## config.mk

```make
export PLATFORM = sky130hd
export DESIGN_NAME = adlr_div
export DESIGN_NICKNAME = d
export VERILOG_FILES = /design/src/adlr_div.sv
export SDC_FILE = /design/constraint.sdc
export NUM_CORES = 1
export LEC_CHECK = 0
export BUFFER_PORTS_ARGS = -buffer_cell sky130_fd_sc_hd__buf_2
export CELL_PAD_IN_SITES_DETAIL_PLACEMENT = 1
export CELL_PAD_IN_SITES_GLOBAL_PLACEMENT = 1
export CORE_MARGIN = 1
export CORE_UTILIZATION = 30
export CTS_BUF_LIST = sky130_fd_sc_hd__clkbuf_8
export CTS_CLUSTER_SIZE = 12
export DETAILED_ROUTE_END_ITERATION = 10
export GPL_TIMING_DRIVEN = 0
export HOLD_SLACK_MARGIN = 0.08
export PLACE_DENSITY_LB_ADDON = 0.05
export SYNTH_ARGS = -nofsm -noshare
export SYNTH_HDL_FRONTEND = slang
export SYNTH_SLANG_ARGS = --single-unit
export TNS_END_PERCENT = 50
```

## constraint.sdc

```tcl
create_clock -name clock -period 15.1 [get_ports clock]
set_clock_uncertainty 0.2 [all_clocks]
set_input_delay 0.755 -clock clock [delete_from_list [all_inputs] [get_ports clock]]
set_output_delay 0.755 -clock clock [all_outputs]
set_load 0.03 [all_outputs]
```

## src/adlr_div.sv

```systemverilog
module adlr_div #(
   parameter int NUM_W = 50,
   parameter int DEN_W = 30
) (
   input  logic              clock,
   input  logic              reset,
   input  logic              start,
   input  logic [NUM_W-1:0]  numer,
   input  logic [DEN_W-1:0]  denom,
   output logic              done,
   output logic [NUM_W-1:0]  quot
);

   localparam int CNT_W = $clog2(NUM_W + 1);

   logic              run_ff;
   logic              done_ff;
   logic [CNT_W-1:0]  cnt_ff;
   logic [NUM_W-1:0]  quot_ff;
   logic [DEN_W-1:0]  den_ff;
   logic [DEN_W-1:0]  rem_ff;
   logic [DEN_W:0]    rem_sh;
   logic              ge;

   // restoring long division, one quotient bit per cycle
   assign rem_sh = {rem_ff, quot_ff[NUM_W-1]};
   assign ge     = (rem_sh >= {1'b0, den_ff});

   always_ff @(posedge clock) begin
      if (reset) begin
         run_ff  <= 1'b0;
         done_ff <= 1'b0;
      end else begin
         done_ff <= 1'b0;
         if (start) begin
            run_ff  <= 1'b1;
            cnt_ff  <= '0;
            quot_ff <= numer;
            den_ff  <= denom;
            rem_ff  <= '0;
         end else if (run_ff) begin
            rem_ff  <= ge ? DEN_W'(rem_sh - {1'b0, den_ff}) : rem_sh[DEN_W-1:0];
            quot_ff <= {quot_ff[NUM_W-2:0], ge};
            cnt_ff  <= cnt_ff + 1'b1;
            if (cnt_ff == CNT_W'(NUM_W - 1)) begin
               run_ff  <= 1'b0;
               done_ff <= 1'b1;
            end
         end
      end
   end

   assign done = done_ff;
   assign quot = quot_ff;

endmodule

```

* After elaboration in Yosys (flattened, before gate mapping)
Index checks and enable logic that the tools add are counted.
** Storage, ports and cells
- Flip-flop bits (word level) :: 118
- Latch bits :: 0
- Memory bits (writable) :: 0
- ROM bits :: 0
- Input port bits :: 83
- Output and inout port bits :: 51
- Logic and storage cells :: 25
- Memories :: 0
** Operators by class
- $add $sub $neg :: 2
- Multipliers :: 0
- Divide/modulo/power cells :: 0
- Order comparisons :: 1
- Equal/unequal tests :: 1
- Shift operators :: 0
- Multiplexer cells :: 9
- Bitwise gates (word level) :: 2
- Reduce and logical (&&, ||, !) cells :: 4
** Operators by type and width (count)
- $mux W50 :: 2
- $mux W30 :: 2
- $ge A31 B30 Y1 :: 1
- $sub A30 B30 Y30 :: 1
- $add A6 B1 Y6 const B :: 1
- $eq A6 B6 Y1 const B :: 1
- $mux W6 :: 1
- $mux W1 :: 4
- $reduce_and A2 Y1 :: 2
- $reduce_or A3 Y1 :: 1
- $not A1 Y1 :: 2
- $reduce_bool A2 Y1 :: 1

* Longest topological paths before layout
Gate-level depths: netlist (run 1).
- Word-level depth :: 4
- Mapped depth :: 12
- Gate-level depth less buffers :: 12

* Worst setup path after synthesis (run 1)
OpenSTA, ideal clock, no wires.
- Path kind :: input to register
- Start point :: input port start
- End point :: register cnt_ff[0] (enable)
- Arrival time :: 5.060 ns
- Data required time :: 14.369 ns
- Setup slack :: 9.309 ns
- Stages on the path :: 4
- Path buffers :: 2
- Cell sequence :: clkbuf_1 -> clkbuf_1 -> nor2_1 -> nor2_1
** On the way
- Cells in the longest elaborated chain, start to end :: 2
** RTL lines
- start: declaration :: RTL line 7 : input logic start,
- $reduce_bool A2 Y1 (no source line)
- $reduce_and A2 Y1 (no source line)
- end signal: assignment :: RTL line 44 : cnt_ff <= cnt_ff + 1'b1;
- end: declaration :: RTL line 18 : logic [CNT_W-1:0] cnt_ff;
No other way between the ends.
A chain may end at the register's enable or synchronous reset.

* Worst setup path after layout (run 1)
- Start point :: register rem_ff[0]
- End point :: register rem_ff[22], data pin
** On the way
- Cells in the longest elaborated chain, start to end :: 3
- Elaborated cells between the ends (all ways) :: 4
- Classes of those cells :: 1 x add/sub; 1 x order compare; 2 x mux
** RTL lines
- start: declaration :: RTL line 21 : logic [DEN_W-1:0] rem_ff;
- start signal: assignment :: RTL line 42 : rem_ff <= ge ? DEN_W'(rem_sh - {1'b0, den_ff}) : rem_sh[DEN_W-1:0];
- $sub A30 B30 Y30 or $ge A31 B30 Y1 (tied branches) :: RTL line 42, 27
- $mux W30 (*) :: RTL line 42
- $mux W30 (*) :: RTL line 41 : end else if (run_ff) begin
Mark *: on every way between the ends. The rest lies on a longest branch, timed or not. The select of a mux whose other input is x is not followed.

==> impl_metrics.env, run 1 <==
export IMPL_count_of_flip_flops_with_a_built_in_enable_after_synthesis=116
export IMPL_gp_congestion=0.854
export IMPL_drt_iter0_markers=215
export IMPL_finish_net_count=830
export IMPL_synth_cells=558
export IMPL_ys_async_sr_fraction_pct=0
export IMPL_critPathCaptureType="flip-flop"
export IMPL_mostFrequentLayoutCells="136 x buf_2, 116 x edfxtp_1, 50 x mux2_2"
export IMPL_gr_total_overflow=0
export IMPL_die_area_um2=22500
export IMPL_timing_final_crit_share_pct=23.7
export IMPL_power_switching_uw=314
export IMPL_setup_worst_path_class="flip-flop to flip-flop"
export IMPL_pleak_uw=0.00319
export IMPL_drt_drc_violations_left=0
export IMPL_cts_inserted_buffers=17
export IMPL_synth_ff_type="edfxtp_1"
export IMPL_mapped_cell_area_um2=6580
export IMPL_final_antenna_net_count=0
export IMPL_detailedPlacementHpwl_mm=13.9
export IMPL_setup_repair_after_global_routing_missed_its_margin="false"
export IMPL_cts_tree="built"
export IMPL_post_cts_resized=0
export IMPL_share_seq_of_total_power_pct=44.4
export IMPL_layout_cells_sized_above_1_pct=33.3
export IMPL_flops_latches_synth=118
export IMPL_areaGrowthSynthToFinish_pct=22.1
export IMPL_postCtsSetupRepairBufs=0
export IMPL_floorplan_rows=53
export IMPL_switching_share_pct=34.2
export IMPL_floorplan_die_height_um=150
export IMPL_detailedPlace_worstSlack_ns=11.48
export IMPL_gr_usage_all_layers_pct=17.9
export IMPL_fin_tns_setup_ns=0
export IMPL_mappedNetlistNets=675
export IMPL_hold_worst_slack_ns=0.274
export IMPL_grt_first_pass_wirelength_mm=30.3
export IMPL_clk_pin_slew_ns=0.09
export IMPL_io_buffer_count=133
export IMPL_antenna_violations_before_repair=3
export IMPL_required_ns=15.07
export IMPL_post_layout_total_power_uw=916
export IMPL_power_density_nw_per_um2=114
export IMPL_yosysWarnings=0
export IMPL_first_global_vias=5599
export IMPL_holdPathStages=1
export IMPL_fp_dieW_um=150
export IMPL_critPathMaxFanout=7
export IMPL_max_slew_margin_rel_pct=37.7
export IMPL_root_buffer="clkbuf_8"
export IMPL_wire_length_per_cell_um=18.8
export IMPL_synth_seq_area_share_pct=53.6
export IMPL_status="finished clean"
export IMPL_io_pins=134
export IMPL_power_frac_comb_pct=25.9
export IMPL_core_area_um2=21300
export IMPL_worst_ep_arrival_time_ns=3.55
export IMPL_timing_max_transition_violations_final=0
export IMPL_setup_violating_endpoint_count_in_the_final_report=0
export IMPL_htree_levels=4
export IMPL_route_final_wire_length_mm=18.9
export IMPL_cts_max_path_buffers=2
export IMPL_clockPowerShare_pct=29.7
export IMPL_hold_buffers=0
export IMPL_synthDistinctLibCells=58
export IMPL_drt_pass1_iter_count=4
export IMPL_worst_slack_ns=11.53
export IMPL_max_clock_freq_ghz=0.280
export IMPL_post_drt_via_cell_ratio=5.08
export IMPL_clkSinkCount=118
export IMPL_tightest_slew_ns=0.935
export IMPL_final_common_cell="buf_2"
export IMPL_irDropWorstVdd_uv=46.2
export IMPL_number_of_max_capacitance_violations_reported=0
export IMPL_syn_mean_instance_area_um2=11.8
export IMPL_grt_start_max_net_pins=36
export IMPL_startpoint_type="flip-flop"
export IMPL_rr_worst_depth=9
export IMPL_hold_violation_total_from_the_final_report=0
export IMPL_min_path_type="input pin to flip-flop"
export IMPL_cell_internal_pwr_uw=603
export IMPL_period_needed_ns=3.57
export IMPL_worst_skew_pair_late_latency_ns=0.45
export IMPL_dr_total_vias=5095
export IMPL_initial_core_utilization_pct=30.9
==> sequential cells by signal, indices dropped and copies added, names as in the netlist <==
register and flops:
run_ff 1, done 1, den_ff 30, quot 50
rem_ff 30, cnt_ff 6
==> path summary, 6_finish.rpt <==
check	slack [ns]	startpoint	endpoint
worst min register to register	0.29	run_ff	done
worst min-delay path	0.27	denom[8]	den_ff[8]
worst max register to register	11.53	rem_ff[0]	rem_ff[22]
worst max-delay path	11.53	rem_ff[0]	rem_ff[22]
==> synthesized netlist by cell type, types with 3 or more instances <==
cell type	n	area, um2
edfxtp_1	116	3480
mux2_2	50	563
a21oi_1	42	210
nor2_1	39	146
inv_1	36	135
ha_1	33	413
nand3_1	29	145
nand2_1	26	97.6
o21ai_0	17	85.1
clkbuf_1	15	56.3
o21ai_1	13	65.1
xnor2_1	13	114
nor3_1	12	60.1
a21o_1	10	75.1
xor2_1	10	87.6
a211oi_1	7	52.6
o21a_1	7	52.6
a211oi_2	6	75.1
o211ai_1	6	45.0
and3_1	5	31.3
nor3_2	5	50.1
o22ai_1	4	25.0
o31a_1	4	35.0
or3_1	4	25.0
a211o_1	3	26.3
buf_2	3	15.0
nand2b_1	3	18.8
nand4_1	3	18.8
o31ai_1	3	22.5
==> worst max-delay path, cell delays in order (launching register included) <==
cell and delay, ns:
edfxtp_1 0.45, ha_1 0.31, nor2b_1 0.15, o31a_1 0.28
o31a_1 0.34, o31ai_4 0.37, o211ai_2 0.18, o2111a_2 0.37
o21ai_1 0.47, o22ai_1 0.18
==> per-stage QoR <==
stage,cell area (um2),std cells,utilization (%)
floorplan,6580,558,-
global placement,7580,966,35.6
detailed placement,7670,969,36.0
CTS,8020,1001,37.7
global route,8020,1001,37.7
finish,8030,1002,37.7
==> area by class of cell <==
| class | instances | area (um2) |
|---|---|---|
| Fill cell | 2371 | 13300 |
| Sequential cell | 118 | 3520 |
| Multi-Input combinational cell | 383 | 2840 |
| Timing Repair Buffer | 136 | 733 |
| Tap cell | 275 | 344 |
| Clock buffer | 17 | 234 |
| Inverter | 36 | 135 |
| Clock inverter | 15 | 123 |
| Buffer | 21 | 93.8 |
| Antenna cell | 1 | 2.50 |
==> power by group through the flow <==
stage	Combinational (uW)	Clock (uW)	Sequential [uW]
after detailed placement	238	0	414
final	238	272	406
after global placement	233	0	416
after floorplan	150	0	429
after CTS	240	283	407
after global routing	263	294	410
==> per-layer routing <==
layer  up-vias  part of all wire, %  GRT usage (%)
met3        19                  6.6           6.25
met1      2485                   46           22.9
met4         4                  1.0           4.70
met5         -                 0.14              0
met2       145                   46           28.7
li1       2442                    -              -
==> kinds of logic after synthesis <==
logic type	synth area share, %
compound gates	14.7
simple gates	10.0
flops	53.6
buf+inv	3.48
mux	8.56
fa+ha+maj	6.58
xor+xnor	3.06
(Power assumes the default switching activity.)
==> inputs of run 2 (changes only) <==
Settings changed: ABC_AREA set to 1.
Clock period 15.1 ns to 3 ns, I/O delays scaled along.
==> run 2 against run 1 <==
Against the previous run:
- clock power grew to 5.1 times the previous value
- sequential power grew to 5.0 times the previous value
- sequential share of layout area shrank 7.8 points
- die area grew 12%
- register-to-register slack worse by 11 ns
- core utilization up 2.5 points
- worst setup slack worse by 11 ns
- routed wire length is 17% higher
==> impl_metrics.env, run 2 <==
export IMPL_drt_pass1_iter_count=4
export IMPL_cts_max_path_buffers=2
export IMPL_critPathMaxFanout=5
export IMPL_fp_dieW_um=159
export IMPL_root_buffer="clkbuf_8"
export IMPL_max_clock_freq_ghz=0.362
export IMPL_gr_usage_all_layers_pct=18.4
export IMPL_finish_cell_count_without_fillers=1562
export IMPL_final_antenna_net_count=0
export IMPL_cp_slowest_cell="edfxtp_1"
export IMPL_floorplan_rows=57
export IMPL_yosysWarnings=0
export IMPL_min_path_type="input pin to flip-flop"
export IMPL_setup_violating_endpoint_count_in_the_final_report=0
export IMPL_tightest_slew_ns=0.776
export IMPL_core_area_um2=24200
export IMPL_placed_cells=1449
export IMPL_synth_top_cell_area_share_pct=47.0
export IMPL_finish_net_count=1342
export IMPL_detailedPlacementHpwl_mm=17.0
export IMPL_io_pins=134
export IMPL_count_of_flip_flops_with_a_built_in_enable_after_synthesis=116
export IMPL_synthDistinctLibCells=33
export IMPL_gp_congestion=0.803
export IMPL_dr_total_vias=6755
export IMPL_yosys_top_cells_area="edfxtp_1 47%, nand2_1 22%, inv_1 8.5%, ha_1 5.6%, nor2_1 4.8%"
export IMPL_largest_register_ff_count=50
export IMPL_grt_first_pass_wirelength_mm=36.7
export IMPL_cts_tree="built"
export IMPL_required_ns=3.00
export IMPL_timing_max_transition_violations_final=0
export IMPL_power_frac_comb_pct=29.5
export IMPL_antennaDiodeCount=0
export IMPL_first_global_vias=7231
export IMPL_drt_iter0_markers=236
export IMPL_initial_core_utilization_pct=30.5
export IMPL_power_density_nw_per_um2=501
export IMPL_crit_path_frequent_cell="nand2_1"
export IMPL_switching_share_pct=36.6
export IMPL_setup_worst_path_class="flip-flop to flip-flop"
export IMPL_clk_pin_slew_ns=0.10
export IMPL_io_buffer_count=133
export IMPL_mapped_cell_area_um2=7400
export IMPL_detailedPlace_worstSlack_ns=0.170
export IMPL_path_delay_family="simple AND/OR/NAND/NOR gates"
export IMPL_pleak_uw=0.00493
export IMPL_die_area_um2=25300
export IMPL_clockPowerShare_pct=28.7
export IMPL_worst_slack_ns=0.241
export IMPL_final_standard_cell_utilization_of_the_core_pct=40.2
export IMPL_floorplan_die_height_um=159
export IMPL_gr_total_overflow=0
export IMPL_cts_inserted_buffers=17
export IMPL_post_drt_via_cell_ratio=4.32
export IMPL_synth_seq_area_share_pct=47.6
export IMPL_critPathCaptureType="flip-flop"
export IMPL_synth_cells=988
export IMPL_layout_cells_sized_above_1_pct=15.8
export IMPL_route_final_wire_length_mm=22.1
export IMPL_mappedNetlistNets=1105
export IMPL_timing_final_crit_share_pct=92.0
export IMPL_cp_buffers_inverters=2
export IMPL_drt_drc_violations_left=0
export IMPL_number_of_max_capacitance_violations_reported=0
export IMPL_worst_ep_arrival_time_ns=2.76
export IMPL_irDropWorstVdd_uv=212
export IMPL_max_slew_margin_rel_pct=48.1
export IMPL_period_needed_ns=2.76
export IMPL_setup_repair_after_global_routing_missed_its_margin="false"
export IMPL_final_common_cell="nand2_1"
export IMPL_share_seq_of_total_power_pct=41.8
export IMPL_htree_levels=4
export IMPL_critical_path_max_stage_delay_ns=0.44
export IMPL_flops_latches_synth=118
export IMPL_synth_area_leader_cell="edfxtp_1"
export IMPL_syn_mean_instance_area_um2=7.49
export IMPL_post_cts_resized=0
export IMPL_status="finished clean"
export IMPL_wire_length_per_cell_um=14.2
export IMPL_ys_async_sr_fraction_pct=0
export IMPL_count_of_fill_cells_added_during_filler_insertion=3044
export IMPL_most_numerous_cell_types_in_the_synthesized_netlist="431 x nand2_1, 167 x inv_1, 116 x edfxtp_1"
export IMPL_yosys_cell_count_top_type="nand2_1"
export IMPL_power_switching_uw=1790
export IMPL_clkSinkCount=118
export IMPL_grt_start_max_net_pins=26
export IMPL_startpoint_type="flip-flop"
export IMPL_cell_internal_pwr_uw=3100
export IMPL_area_sequential_um2=3520
export IMPL_antenna_violations_before_repair=0
export IMPL_timing_critical_path_cells="inv_1 -> ha_1 -> inv_1 -> fa_1 -> nand3_1 -> nand3_1 -> nand2_1 -> nand2_1 -> nand2_1 -> nand3_1 -> nand2_1 -> nand2_1 -> nor2_1 -> nor2_1"
export IMPL_areaGrowthSynthToFinish_pct=31.7
export IMPL_hold_violation_total_from_the_final_report=0
export IMPL_synth_ff_type="edfxtp_1"
export IMPL_mostFrequentLayoutCells="431 x nand2_1, 168 x inv_1, 135 x buf_2"
export IMPL_multi_input_comb_area_um2=3140
export IMPL_worst_skew_pair_late_latency_ns=0.46
## run 2: cell count changes in the layout (fill, tap and decap cells not counted), sizes merged, moves of 10 or more
cell,before,now
a21oi,42,20
a211oi,13,0
a21o,10,0
inv,43,178
dlygate4sd3,0,81
nand2,26,437
o21ai,31,5
nor2,39,100
mux2,50,0
## run 2: metal layers
layer  share of wire, %  GRT usage, %  vias up  wire length, um
met2                 49          32.6      113            10800
met4                1.1          4.85        0              243
li1                   -             -     3514                -
met5                  0             0        -                0
met1                 46          22.3     3115            10200
met3                4.0          4.32       13              882
## run 2: worst paths after layout
check,startpoint,end,slack [ns],cells after the start
worst max-delay path,quot[49],rem_ff[22],0.24,14
worst min register to register,run_ff,done,0.34,2
worst max register to register,quot[49],rem_ff[22],0.24,14
worst min-delay path,denom[20],den_ff[20],0.20,2
## run 2: what timing repair did
| action | CTS | global route |
|---|---|---|
| buffers inserted | 0 | 0 |
| hold buffers | 81 | 0 |
| hold endpoints to repair | 115 | 0 |
## run 2: cell families (layout without fill, tap and decap cells)
family,count (synthesis),after routing,share of synthesized area [%]
AOI/OAI and AO/OA,27,27,1.89
and+or+nand+nor,602,602,32.7
buffers and inverters,193,443,10.3
adders and majority gates,34,34,5.85
xor gates and xnor gates,14,14,1.66
DFF,118,118,47.6
## run 2: layout make-up
| cell class | instances | share of cell area, % |
|---|---|---|
| repair buffers | 218 | 16.1 |
| clock buffers | 17 | 2.40 |
| well taps | 324 | 4.16 |
| plain buffers | 21 | 1.18 |
| multi-input cells | 677 | 32.2 |
| clock inverters | 15 | 1.23 |
| inverters | 172 | 6.62 |
| flip-flops and latches | 118 | 36.1 |
## run 2: stage by stage
stage | TNS, ns | area (um2) | hold slack, ns | power, uW
after floorplan | 0 | 7420 | 0.0271 | 3020
after global placement | -86.30 | 8490 | 0.128 | 3440
after detailed placement | 0 | 8590 | 0.128 | 3470
after CTS | 0 | 9750 | 0.164 | 4990
after global routing | 0 | 9750 | 0.177 | 5240
final | 0 | 9750 | 0.196 | 4880
## run 2: power groups by stage
| stage | clock network (uW) | registers (uW) | logic, uW |
|---|---|---|---|
| 2_1_floorplan | 0 | 2160 | 863 |
| 3_3_place_gp | 0 | 2080 | 1360 |
| 3_5_place_dp | 0 | 2080 | 1390 |
| 4_1_cts | 1470 | 2040 | 1480 |
| 5_1_grt | 1540 | 2060 | 1650 |
| 6_report | 1400 | 2040 | 1440 |
