## config.mk

```make
export PLATFORM = sky130hd
export DESIGN_NAME = adlr_isqrt
export DESIGN_NICKNAME = d
export VERILOG_FILES = /design/src/adlr_isqrt.sv
export SDC_FILE = /design/constraint.sdc
export NUM_CORES = 1
export LEC_CHECK = 0
export ABC_CLOCK_PERIOD_IN_PS = 22500
export BUFFER_PORTS_ARGS = -buffer_cell sky130_fd_sc_hd__buf_2
export CAP_MARGIN = 20
export CORE_UTILIZATION = 50
export CTS_CLUSTER_DIAMETER = 40
export DETAILED_ROUTE_END_ITERATION = 8
export GPL_ROUTABILITY_DRIVEN = 0
export PLACE_DENSITY = 0.81
export SETUP_SLACK_MARGIN = 0.3
export SLEW_MARGIN = 20
export SYNTH_ARGS = -nofsm -noshare
export SYNTH_HDL_FRONTEND = slang
export SYNTH_SLANG_ARGS = --single-unit
export TNS_END_PERCENT = 20
```

## constraint.sdc

```tcl
create_clock -name clock -period 22.5 [get_ports clock]
set_clock_uncertainty 0.1 [all_clocks]
set_input_delay 4.5 -clock clock [delete_from_list [all_inputs] [get_ports clock]]
set_output_delay 4.5 -clock clock [all_outputs]
set_load 0.05 [all_outputs]
```

## src/adlr_isqrt.sv

```systemverilog
module adlr_isqrt #(
   parameter int IN_W = 60
) (
   input  logic                clock,
   input  logic                reset,
   input  logic                start,
   input  logic [IN_W-1:0]     radicand,
   output logic                done,
   output logic [IN_W/2-1:0]   root
);

   localparam int RT_W  = IN_W / 2;
   localparam int CNT_W = $clog2(RT_W + 1);

   logic              run_ff;
   logic              done_ff;
   logic [CNT_W-1:0]  cnt_ff;
   logic [IN_W-1:0]   rad_ff;
   logic [RT_W+1:0]   rem_ff;
   logic [RT_W-1:0]   root_ff;
   logic [RT_W+1:0]   rem_sh;
   logic [RT_W+1:0]   trial;
   logic              ge;

   // two radicand bits enter the partial remainder per step
   assign rem_sh = {rem_ff[RT_W-1:0], rad_ff[IN_W-1 -: 2]};
   assign trial  = {root_ff, 2'b01};
   assign ge     = (rem_sh >= trial);

   always_ff @(posedge clock) begin
      if (reset) begin
         run_ff  <= 1'b0;
         done_ff <= 1'b0;
      end else begin
         done_ff <= 1'b0;
         if (start) begin
            run_ff  <= 1'b1;
            cnt_ff  <= '0;
            rad_ff  <= radicand;
            rem_ff  <= '0;
            root_ff <= '0;
         end else if (run_ff) begin
            rad_ff  <= rad_ff << 2;
            rem_ff  <= ge ? (rem_sh - trial) : rem_sh;
            root_ff <= {root_ff[RT_W-2:0], ge};
            cnt_ff  <= cnt_ff + 1'b1;
            if (cnt_ff == CNT_W'(RT_W - 1)) begin
               run_ff  <= 1'b0;
               done_ff <= 1'b1;
            end
         end
      end
   end

   assign done = done_ff;
   assign root = root_ff;

endmodule

```

After elaboration in Yosys (flattened, before gate mapping)
Index checks and enable logic that the tools add are counted.
{ "op_classes": {"bitwise": 2, "addsub": 2, "mux": 10, "magnitude_cmp": 1, "reduce_logical": 3, "eq_ne": 1} }
{ "ops": {"columns": ["cell", "n"], "rows": [
  ["60-bit two-way mux", 2],
  ["30-bit two-way mux", 3],
  ["32-bit greater-or-equal comparator", 1],
  ["30-bit subtractor", 1],
  ["5-bit by 1-bit adder with 5-bit output (second input constant)", 1],
  ["5-bit equality test (second input constant)", 1],
  ["5-bit two-way mux", 1],
  ["1-bit two-way mux", 4],
  ["3-bit OR reduction", 1],
  ["1-bit NOT", 2],
  ["2-bit AND reduction", 1],
  ["2-bit nonzero test", 1]
]} }
{ "totals": {"word_cells": 25, "inputBits": 63, "out_inout_bits": 31, "ff_bits": 127} }

Longest topological paths before layout
Gate-level depths: netlist of the first run.
{ "logic_depth": {"ltp_word": 4, "ltp_mapped": 12, "ltp_nobuf": 11} }

Worst setup path before layout of the first run
OpenSTA, ideal clock, no wires.
{ "synth_path": {"path_kind": "input -> register", "start": "in start", "end": "reg cnt_ff[0] (enable)", "path_buffers": 1, "required_time_ns": 21.788, "arrival_ns": 10.112, "path_slack_ns": 11.676, "setup_ns": 0.612, "cell_stages": 3, "path_cell_list": "clkbuf_1 -> nor2_1 -> nor2_1"} }
{ "synth_between": {"elab_chain_len": 2} }
{ "synth_lines": {"columns": ["item", "line", "rtl"], "rows": [
  ["start: declaration", "6", "input logic start,"],
  ["2-bit nonzero test (no source line)", null, null],
  ["2-bit AND reduction (no source line)", null, null],
  ["end signal: assignment", "46", "cnt_ff <= cnt_ff + 1'b1;"],
  ["end: declaration", "17", "logic [CNT_W-1:0] cnt_ff;"]
]} }
Every way passes these cells.
A chain may end at the register's enable or synchronous reset.

Worst setup path after layout of the first run
{ "layout_path": {"start": "in start", "end": "reg rem_ff[22] (enable)"} }
{ "layout_between": {"elab_chain_len": 2} }
{ "layout_lines": {"columns": ["item", "line", "rtl"], "rows": [
  ["2-bit nonzero test (no source line)", null, null],
  ["2-bit AND reduction (no source line)", null, null],
  ["end signal: assignment", "44", "rem_ff <= ge ? (rem_sh - trial) : rem_sh;"],
  ["end: declaration", "19", "logic [RT_W+1:0] rem_ff;"]
]} }
Every way passes these cells.

==> impl_results.md, run 1 <==
* Hold Buf Count CTS at 0
* Arr. time, crit path at 7.14 ns
* Total of max-cap violations at 0
* Global-route wire length before repair at 23100 um
* TritonRoute pass-1 iters at 4
* Non-Filler Instances at 871
* Xor/xnor share of the synthesized area at 0.0389
* Critical Path Fanout Max at 63
* Nets at 779
* Ys flop type: edfxtp_1
* Multiplexer share of the synthesized area at 0.125
* Post-Route WL at 13800 um
* Pwr/cell area at 87.7 nW/um^2
* Total track usage at 0.206
* Post-synthesis register bit count at 127
* Setup TNS Final at 0 ns
* Port Buffers at 93
* Final ANT Viol Nets at 0
* Initial DRC count at 263
* Aggregate global routing overflow at 0
* Post-layout min period at 7.20 ns
* Total net switching power at 196 uW
* Fin. max-slew vios at 0
* Logic pwr share at 0.198
* Peak Freq at 139 MHz
* Area Growth Syn to Fin at 17.8%
* Syn Inst Count at 587
* Initial Utilization at 0.519
* H-tree levels at 4
* HP Class: reg -> reg
* Die width at 120 um
* Slew headroom at 0.433
* Net count after synthesis at 684
* Initial antenna violation count at 0
* Synth Area in Adders at 0.0609
* Most common cell after layout, fill and taps aside: edfxtp_1
* CP Data Required Time at 22.44 ns
* Peak supply drop at 92.1 uV
* Cell Area, Synth at 6980 um^2
* Crit path kind: in -> reg
* Slew of the pin with the lowest slew margin at 0.848 ns
* Post-synth EDFFs at 125
* Commonest non-fill, non-tap cells in the layout: 125 x edfxtp_1, 92 x buf_2, 75 x nor2_1, 58 x mux2_2, 41 x inv_1
* RSZ-0062 raised after global routing: no
* Vias in the first global route at 4957
* Clock Root Buffer: clkbuf_16
* Via count at 4747
* Setup crit end kind: flop
* Compound-Gate Fraction of Synth Area at 0.0977
* CTS sink count at 127
* Die area at 14400 um^2
* Tcrit/Tclk final at 0.320
* Clock-pin slew on the worst setup and hold paths at 0.06 ns
* Int Pwr at 526 uW
* Share of cells above drive strength 1 at 0.283
* # rows at 42
* Vias per cell at 5.45
* Sequential power share at 0.403
* Crit start category: input port
* Pleak at 0.00332 uW
* Yosys warns at 0
* Sequential fraction of the synthesis area at 0.543
* DRC violations left at 0
* Die Y at 120 um
* Count of cell types in the netlist at 51
* Sw frac at 0.271
* Filler cell count in the final layout at 1113
* Async SR Flop Fraction at 0
* Largest net degree at the start of global routing at 71
* Post-CTS Setup Bufs at 0
* Syn_area_per_cell at 11.9 um^2
* Inst Count DP at 839
* Antenna diode count at 0
* Clock Latency Late Sink at 0.42 ns
* Status: finished clean
* CTS tree: yes
* Placeable Area at 13500 um^2
* Clk buf depth at 2
* Final Hold Fails at 0
* Per-cell routed wire length at 15.9 um
* DP HPWL at 9620 um
* Largest family of logic cells by synthesized area: multiplexers
* Setup-failing EPs final at 0
* Clock power share at 0.399
* Top Ports at 94
* TritonCTS Buffers at 17
* Synth Area in Simple Gates at 0.0973
* Post-CTS sizing at 0
[layer usage]
layer / part of all wire / track usage
met5: 0 / 0
met4: 0.0098 / 0.0617
met3: 0.059 / 0.0708
met2: 0.50 / 0.351
met1: 0.43 / 0.246
[per-stage QoR]
stage / power, uW / util / setup slack, ns / hold WS [ns] / area, um^2
floorplan: 409 / - / 11.68 / 0.360 / 6980
global placement: 432 / 0.565 / 14.96 / 0.374 / 7600
detailed placement: 437 / 0.565 / 14.83 / 0.390 / 7600
CTS: 728 / 0.611 / 15.29 / 0.396 / 8220
global route: 751 / 0.611 / 15.05 / 0.412 / 8220
finish: 721 / 0.611 / 15.30 / 0.392 / 8220
[Yosys cell counts, types with 2 or more instances]
cell type	n	area [um^2]
xor2_1	12	105
a21oi_1	39	195
o21ai_0	15	75.1
a21o_1	8	60.1
o21a_1	3	22.5
a211oi_1	2	15.0
edfxtp_1	125	3750
and3_1	3	18.8
o211ai_1	6	45.0
nor3_1	5	25.0
nor3b_1	2	15.0
nor2_1	76	285
a211oi_2	5	62.6
o22ai_1	4	25.0
mux2i_1	22	220
or2_2	2	12.5
dfxtp_1	2	40.0
ha_1	34	425
mux2_2	58	653
nand2b_1	10	62.6
and2_1	6	37.5
a31oi_1	4	25.0
o2111ai_1	2	17.5
and4_1	2	17.5
nand4_1	3	18.8
inv_1	41	154
nand2_1	24	90.1
xnor2_1	19	166
nor2b_1	3	18.8
clkbuf_1	15	56.3
nand3_1	9	45.0
o21ai_1	4	20.0
o31ai_1	2	15.0
buf_6	3	33.8
[area by class of cell]
type	count	area (um^2)	area share
clock inverter	14	190	0.0231
clock buffer	18	429	0.0522
inverter	41	154	0.0187
tap	176	220	0.0268
timing repair buffer	97	498	0.0606
multi-input combinational	398	2940	0.357
sequential	127	3790	0.461
[logic make-up (layout without fill, tap and decap cells)]
kind of cell | count (synthesis) | in the layout
xor+xnor | 31 | 31
flops | 127 | 127
simple gates | 149 | 149
mux | 80 | 80
fa+ha+maj | 34 | 34
compound gates | 104 | 104
buf+inv | 62 | 170
[worst paths after layout]
kind,cells after the start,slack [ns],start,to
worst max register to register,11,19.13,root[3],rem_ff[26]
worst min-delay path,1,0.39,run_ff,done
worst max-delay path,5,15.30,start,rem_ff[22]
worst min register to register,1,0.39,run_ff,done
[power groups by stage]
stage | combinational, uW | sequential, uW | clock [uW]
after floorplan | 102 | 306 | 0
after global placement | 137 | 295 | 0
final | 143 | 291 | 288
after CTS | 144 | 291 | 293
after global routing | 158 | 293 | 300
after detailed placement | 142 | 295 | 0
[state kept, by name, indices dropped and copies added, names as in the netlist]
register / flops
done: 1
rad_ff: 60
cnt_ff: 5
root: 30
rem_ff: 30
run_ff: 1
[worst max-delay path, cell delays in order]
cell	delay (ns)
buf_4	0.48
nor2_1	0.16
nor2_4	0.68
buf_4	0.51
buf_4	0.70
No activity file was read; power rests on OpenSTA's default activity.
==> inputs of run 2 (changes only) <==
--- a/config.mk
+++ b/config.mk
@@ -5,14 +5,14 @@
 export SDC_FILE = /design/constraint.sdc
 export NUM_CORES = 1
 export LEC_CHECK = 0
-export ABC_CLOCK_PERIOD_IN_PS = 22500
+export ABC_CLOCK_PERIOD_IN_PS = 6050
 export BUFFER_PORTS_ARGS = -buffer_cell sky130_fd_sc_hd__buf_2
 export CAP_MARGIN = 20
 export CORE_UTILIZATION = 50
 export CTS_CLUSTER_DIAMETER = 40
 export DETAILED_ROUTE_END_ITERATION = 8
 export GPL_ROUTABILITY_DRIVEN = 0
-export PLACE_DENSITY = 0.81
+export PLACE_DENSITY = 0.84
 export SETUP_SLACK_MARGIN = 0.3
 export SLEW_MARGIN = 20
 export SYNTH_ARGS = -nofsm -noshare
==> constraint.sdc (replaced) <==
create_clock -name clock -period 6.05 [get_ports clock]
set_clock_uncertainty 0.1 [all_clocks]
set_input_delay 1.21 -clock clock [delete_from_list [all_inputs] [get_ports clock]]
set_output_delay 1.21 -clock clock [all_outputs]
set_load 0.05 [all_outputs]
==> impl_results.md, run 2 (synthesis results as in run 1) <==
* Slew of the pin with the lowest slew margin at 1.03 ns (was 0.848 ns)
* Final Hold Fails at 0 (unchanged)
* Clock-pin slew on the worst setup and hold paths at 0.06 ns (about the same)
* Crit path buffers/inverters at 3 (unchanged)
* Largest Register: rad_ff (unchanged)
* Inst Count DP at 839 (unchanged)
* Global-route wire length before repair at 23000 um (was 23100 um)
* Final ANT Viol Nets at 0 (unchanged)
* Top Ports at 94 (unchanged)
* Via count at 4829 (was 4747)
* Clock power share at 0.394 (was 0.399)
* Post-CTS Setup Bufs at 0 (unchanged)
* Crit start category: flop (was input port)
* Initial Utilization at 0.519 (unchanged)
* Max FFs per register at 60 (unchanged)
* Total net switching power at 726 uW (was 196 uW)
* Per-cell routed wire length at 16.0 um (was 15.9 um)
* Setup slack at placement at 2.72 ns (was 14.83 ns)
* Tcrit/Tclk final at 0.488
* Clock Root Buffer: clkbuf_16 (unchanged)
* Setup crit end kind: flop (unchanged)
* Non-Filler Instances at 871 (unchanged)
* Fin. max-slew vios at 0 (unchanged)
* TritonRoute pass-1 iters at 5 (was 4)
* Largest net degree at the start of global routing at 97 (was 71)
* Vias per cell at 5.54 (was 5.45)
* Filler cell count in the final layout at 1097 (was 1113)
* Aggregate global routing overflow at 0 (unchanged)
* Port Buffers at 93 (unchanged)
* CP Data Required Time at 6.13 ns (was 22.44 ns)
* Most common cell after layout, fill and taps aside: edfxtp_1 (unchanged)
* Final WS setup at 3.10 ns (was 15.30 ns)
* Status: finished clean (unchanged)
* RSZ-0062 raised after global routing: no (unchanged)
* Peak Freq at 339 MHz
* Setup TNS Final at 0 ns (unchanged)
* Arr. time, crit path at 3.03 ns (was 7.14 ns)
* Clock Latency Late Sink at 0.43 ns (was 0.42 ns)
* Hold Slack at 0.394 ns (was 0.392 ns)
* CTS tree: yes (unchanged)
* Area Growth Syn to Fin at 17.7% (was 17.8%)
* Post-layout min period at 2.95 ns
* Placeable Area at 13500 um^2 (unchanged)
* Share of cells above drive strength 1 at 0.286 (was 0.283)
* Antenna diode count at 0 (unchanged)
* DRC violations left at 0 (unchanged)
* Critical Path Fanout Max at 34 (was 63)
* # rows at 42 (unchanged)
* CP max stage delay at 0.40 ns (was 0.70 ns)
* Setup-failing EPs final at 0 (unchanged)
* Max stage delay cell, worst path: ha_1 (was buf_4)
* Total of max-cap violations at 0 (unchanged)
* DP HPWL at 9330 um (was 9620 um)
* Worst path top cell family by delay: compound AO/OA/AOI/OAI gates (was buffers and inverters)
* CTS sink count at 127 (unchanged)
* Commonest non-fill, non-tap cells in the layout: 125 x edfxtp_1, 92 x buf_2, 75 x nor2_1, 58 x mux2_2, 41 x inv_1 (unchanged)
* Total track usage at 0.206 (about the same)
* Die width at 120 um (unchanged)
* Pleak at 0.00331 uW (was 0.00332 uW)
* Logic pwr share at 0.200 (was 0.198)
* Clk buf depth at 2 (unchanged)
* Vias in the first global route at 4868 (was 4957)
* Peak supply drop at 250 uV (was 92.1 uV)
* Slew headroom at 0.313 (was 0.433)
* Sw frac at 0.272 (was 0.271)
* Sequential power share at 0.406 (was 0.403)
* Post-CTS sizing at 0 (unchanged)
* Initial antenna violation count at 0 (unchanged)
* TritonCTS Buffers at 17 (unchanged)
* Die area at 14400 um^2 (unchanged)
* Nets at 779 (unchanged)
* Crit-path cells: inv_1 > ha_1 > a211oi_2 > o21ai_2 > a211oi_2 > o31ai_2 > a21oi_1 > a21oi_4 > buf_4 > nand2b_1 > inv_1 > a21o_1 (was buf_4 > nor2_1 > nor2_4 > buf_4 > buf_4)
* Pwr/cell area at 324 nW/um^2 (was 87.7 nW/um^2)
* Int Pwr at 1940 uW (was 526 uW)
* Post-Route WL at 13900 um (was 13800 um)
* Initial DRC count at 336 (was 263)
* Die Y at 120 um (unchanged)
* Hold Buf Count CTS at 0 (unchanged)
* H-tree levels at 4 (unchanged)
* HP Class: reg -> reg (unchanged)
* Crit path kind: reg -> reg (was in -> reg)
-- run 2: cell count changes in the layout (fill, tap and decap cells not counted), sizes merged --
| cell | previous run | this run |
|---|---|---|
| bufinv | 4 | 3 |
| clkbuf | 18 | 20 |
| clkinv | 8 | 5 |
| clkinvlp | 0 | 2 |
-- run 2: area by class of cell --
class	instances	area [um^2]	share of cell area
sequential	127	3790	0.461
multi-input combinational	398	2940	0.358
timing repair buffer	97	498	0.0606
clock buffer	20	457	0.0556
tap	176	220	0.0268
clock inverter	12	159	0.0193
inverter	41	154	0.0187
-- run 2: power groups by stage --
stage	sequential [uW]	clock [uW]	combinational, uW
2_1_floorplan	1130	0	381
3_3_place_gp	1090	0	509
3_5_place_dp	1100	0	526
4_1_cts	1080	1070	532
5_1_grt	1090	1110	585
6_report	1080	1050	533
-- run 2: metrics by stage --
stage | power, uW | instance area (um^2) | util
finish | 2670 | 8220 | 0.611
global route | 2780 | 8220 | 0.611
CTS | 2680 | 8220 | 0.611
detailed placement | 1620 | 7600 | 0.565
global placement | 1600 | 7600 | 0.565
floorplan | 1520 | 6990 | -
-- run 2: per-layer routing --
layer,GRT usage,part of all wire,vias to the layer above
li1,-,-,2332
met3,0.0736,0.065,35
met1,0.242,0.42,2309
met4,0.0867,0.022,0
met2,0.341,0.49,153
met5,0,0,-
-- run 2: worst paths after layout --
kind | slack, ns | endpoint | cells after the start | start
worst max-delay path | 3.10 | rem_ff[25] | 12 | root[15]
worst min-delay path | 0.39 | done | 1 | run_ff
worst max register to register | 3.10 | rem_ff[25] | 12 | root[15]
worst min register to register | 0.39 | done | 1 | run_ff
==> inputs of run 3 (changes only) <==
--- a/config.mk
+++ b/config.mk
@@ -5,14 +5,14 @@
 export SDC_FILE = /design/constraint.sdc
 export NUM_CORES = 1
 export LEC_CHECK = 0
-export ABC_CLOCK_PERIOD_IN_PS = 6050
+export ABC_CLOCK_PERIOD_IN_PS = 3000
 export BUFFER_PORTS_ARGS = -buffer_cell sky130_fd_sc_hd__buf_2
 export CAP_MARGIN = 20
 export CORE_UTILIZATION = 50
 export CTS_CLUSTER_DIAMETER = 40
 export DETAILED_ROUTE_END_ITERATION = 8
 export GPL_ROUTABILITY_DRIVEN = 0
-export PLACE_DENSITY = 0.84
+export PLACE_DENSITY = 0.81
 export SETUP_SLACK_MARGIN = 0.3
 export SLEW_MARGIN = 20
 export SYNTH_ARGS = -nofsm -noshare
==> constraint.sdc (replaced) <==
create_clock -name clock -period 3 [get_ports clock]
set_clock_uncertainty 0.1 [all_clocks]
set_input_delay 0.6 -clock clock [delete_from_list [all_inputs] [get_ports clock]]
set_output_delay 0.6 -clock clock [all_outputs]
set_load 0.05 [all_outputs]
==> impl_results.md, run 3 (synthesis results as in run 1) <==
* R2R setup slack at 0.29 ns (was 3.10 ns)
* R2R cell count at 11 (was 12)
* Final Hold Fails at 0 (unchanged)
* Pwr/cell area at 613 nW/um^2 (was 324 nW/um^2)
* Largest Register: rad_ff (unchanged)
* Total track usage at 0.201 (was 0.206)
* Clk buf depth at 2 (unchanged)
* Global-route wire length before repair at 22800 um (was 23000 um)
* Final WS setup at 0.286 ns (was 3.10 ns)
* HP Class: in -> reg (was reg -> reg)
* Die width at 120 um (unchanged)
* Initial Utilization at 0.519 (unchanged)
* Final ANT Viol Nets at 0 (unchanged)
* Vias per cell at 5.58 (was 5.54)
* Setup slack at placement at 0.259 ns (was 2.72 ns)
* RR Startpoint: rem_ff[10] (was root[15])
* TritonCTS Buffers at 17 (unchanged)
* Slew of the pin with the lowest slew margin at 0.530 ns (was 1.03 ns)
* Area Growth Syn to Fin at 24.8% (was 17.7%)
* Setup-failing EPs final at 0 (unchanged)
* Commonest non-fill, non-tap cells in the layout: 125 x edfxtp_1, 92 x buf_2, 73 x nor2_1, 58 x mux2_2, 38 x inv_1 (was 125 x edfxtp_1, 92 x buf_2, 75 x nor2_1, 58 x mux2_2, 41 x inv_1)
* Tcrit/Tclk final at 0.905 (was 0.488)
* Slew headroom at 0.647 (was 0.313)
* Crit start category: flop (unchanged)
* RSZ-0062 raised after global routing: yes (was no)
* Port Buffers at 93 (unchanged)
* Hold Slack at 0.302 ns (was 0.394 ns)
* Nets at 804 (was 779)
* Most common cell after layout, fill and taps aside: edfxtp_1 (unchanged)
* Die Y at 120 um (unchanged)
* Antenna diode count at 0 (unchanged)
* Crit path kind: reg -> reg (unchanged)
* CTS sink count at 127 (unchanged)
* Clock Root Buffer: clkbuf_16 (unchanged)
* TritonRoute pass-1 iters at 4 (was 5)
* Total of max-cap violations at 0 (unchanged)
* Via count at 4994 (was 4829)
* End point of the critical path: rem_ff[12] (was rem_ff[25])
* Aggregate global routing overflow at 0 (unchanged)
* Vias in the first global route at 4906 (was 4868)
* Placeable Area at 13500 um^2 (unchanged)
* Post-layout min period at 2.71 ns (was 2.95 ns)
* Largest net degree at the start of global routing at 71 (was 97)
* Top Ports at 94 (unchanged)
* Pleak at 0.00343 uW (was 0.00331 uW)
* Design Power at 5350 uW (was 2670 uW)
* # rows at 42 (unchanged)
* Peak Freq at 368 MHz (was 339 MHz)
* Peak supply drop at 475 uV (was 250 uV)
* Critical Path Source: rem_ff[10] (was root[15])
* Clock Latency Late Sink at 0.42 ns (was 0.43 ns)
* CP Data Required Time at 3.05 ns (was 6.13 ns)
* Reg-to-Reg End: rem_ff[12] (was rem_ff[25])
* Fin. max-slew vios at 0 (unchanged)
* Filler cell count in the final layout at 1024 (was 1097)
* CTS tree: yes (unchanged)
* Critical Path Fanout Max at 7 (was 34)
* Die area at 14400 um^2 (unchanged)
* Initial DRC count at 297 (was 336)
* Status: finished clean (unchanged)
* Initial antenna violation count at 0 (unchanged)
* Per-cell routed wire length at 16.6 um (was 16.0 um)
* Share of cells above drive strength 1 at 0.367 (was 0.286)
* Arr. time, crit path at 2.76 ns (was 3.03 ns)
* H-tree levels at 4 (unchanged)
* Clock-pin slew on the worst setup and hold paths at 0.05 ns (was 0.06 ns)
* DRC violations left at 0 (unchanged)
* Setup crit end kind: flop (unchanged)
* Inst Count DP at 842 (was 839)
* Non-Filler Instances at 895 (was 871)
* Max FFs per register at 60 (unchanged)
* Post-Route WL at 14900 um (was 13900 um)
* DP HPWL at 9450 um (was 9330 um)
==> run 3: cell types whose count changed in the layout (fill, tap and decap cells not counted), moves of 3 or more <==
cell | before | now
buf_12 | 0 | 5
ha_1 | 34 | 15
ha_4 | 0 | 15
inv_2 | 0 | 3
clkinvlp_4 | 2 | 5
buf_4 | 5 | 22
bufinv_16 | 3 | 0
a21oi_2 | 0 | 6
a21oi_1 | 39 | 33
ha_2 | 0 | 4
inv_1 | 41 | 38
==> run 3: what timing repair did <==
item | in CTS | in global routing
gates resized for setup | 1 | 62
hold buffers | 0 | 0
cloned | 0 | 2
buffers inserted | 0 | 20
endpoints found under the setup margin | 9 | 30
pin swaps | 0 | 20
==> run 3: worst min path at each step <==
stage | start | to | slack [ns] | depth (start not counted)
after global placement | run_ff | done | 0.41 | 1
after global routing | reset | done | 0.30 | 2
after CTS | reset | done | 0.29 | 2
after floorplan | run_ff | done | 0.40 | 1
final | reset | done | 0.30 | 2
after detailed placement | run_ff | done | 0.41 | 1
==> run 3: critical path: stages (launching register included) <==
cell	delay, ns
edfxtp_1	0.45
ha_4	0.35
and4_4	0.22
and2_4	0.14
o211ai_1	0.13
nand3b_4	0.13
o211ai_2	0.12
a21oi_4	0.24
buf_12	0.16
clkbuf_16	0.14
mux2i_1	0.21
nor2_1	0.06
==> run 3: metal layers <==
layer  vias to the layer above  share of wire  global-route usage
li1                       2382              -                   -
met1                      2406           0.42               0.246
met2                       171           0.49               0.327
met3                        35          0.066              0.0755
met4                         0          0.023              0.0672
met5                         -              0                   0
==> run 3: metrics by stage <==
step	cell area, um^2	TNS (ns)	utilization
after global placement	7670	0	0.570
after CTS	8200	0	0.609
after global routing	8710	0	0.648
final	8710	0	0.648
after floorplan	7020	-18.51	-
after detailed placement	7670	0	0.570
==> run 3: area by class of cell <==
class                   count  area [um^2]  area share
inverters                  41          154      0.0177
multi-input cells         398         3240       0.372
flip-flops and latches    127         3790       0.435
repair buffers            122          787      0.0903
clock buffers              18          429      0.0492
well taps                 176          220      0.0253
clock inverters            13         91.3      0.0105
==> run 3: report_power, final <==
part	switching, uW	leakage (uW)	internal, uW
clock network	773	0.000242	1050
registers	63.8	0.00123	2120
logic	728	0.00196	612
total	1570	0.00343	3780
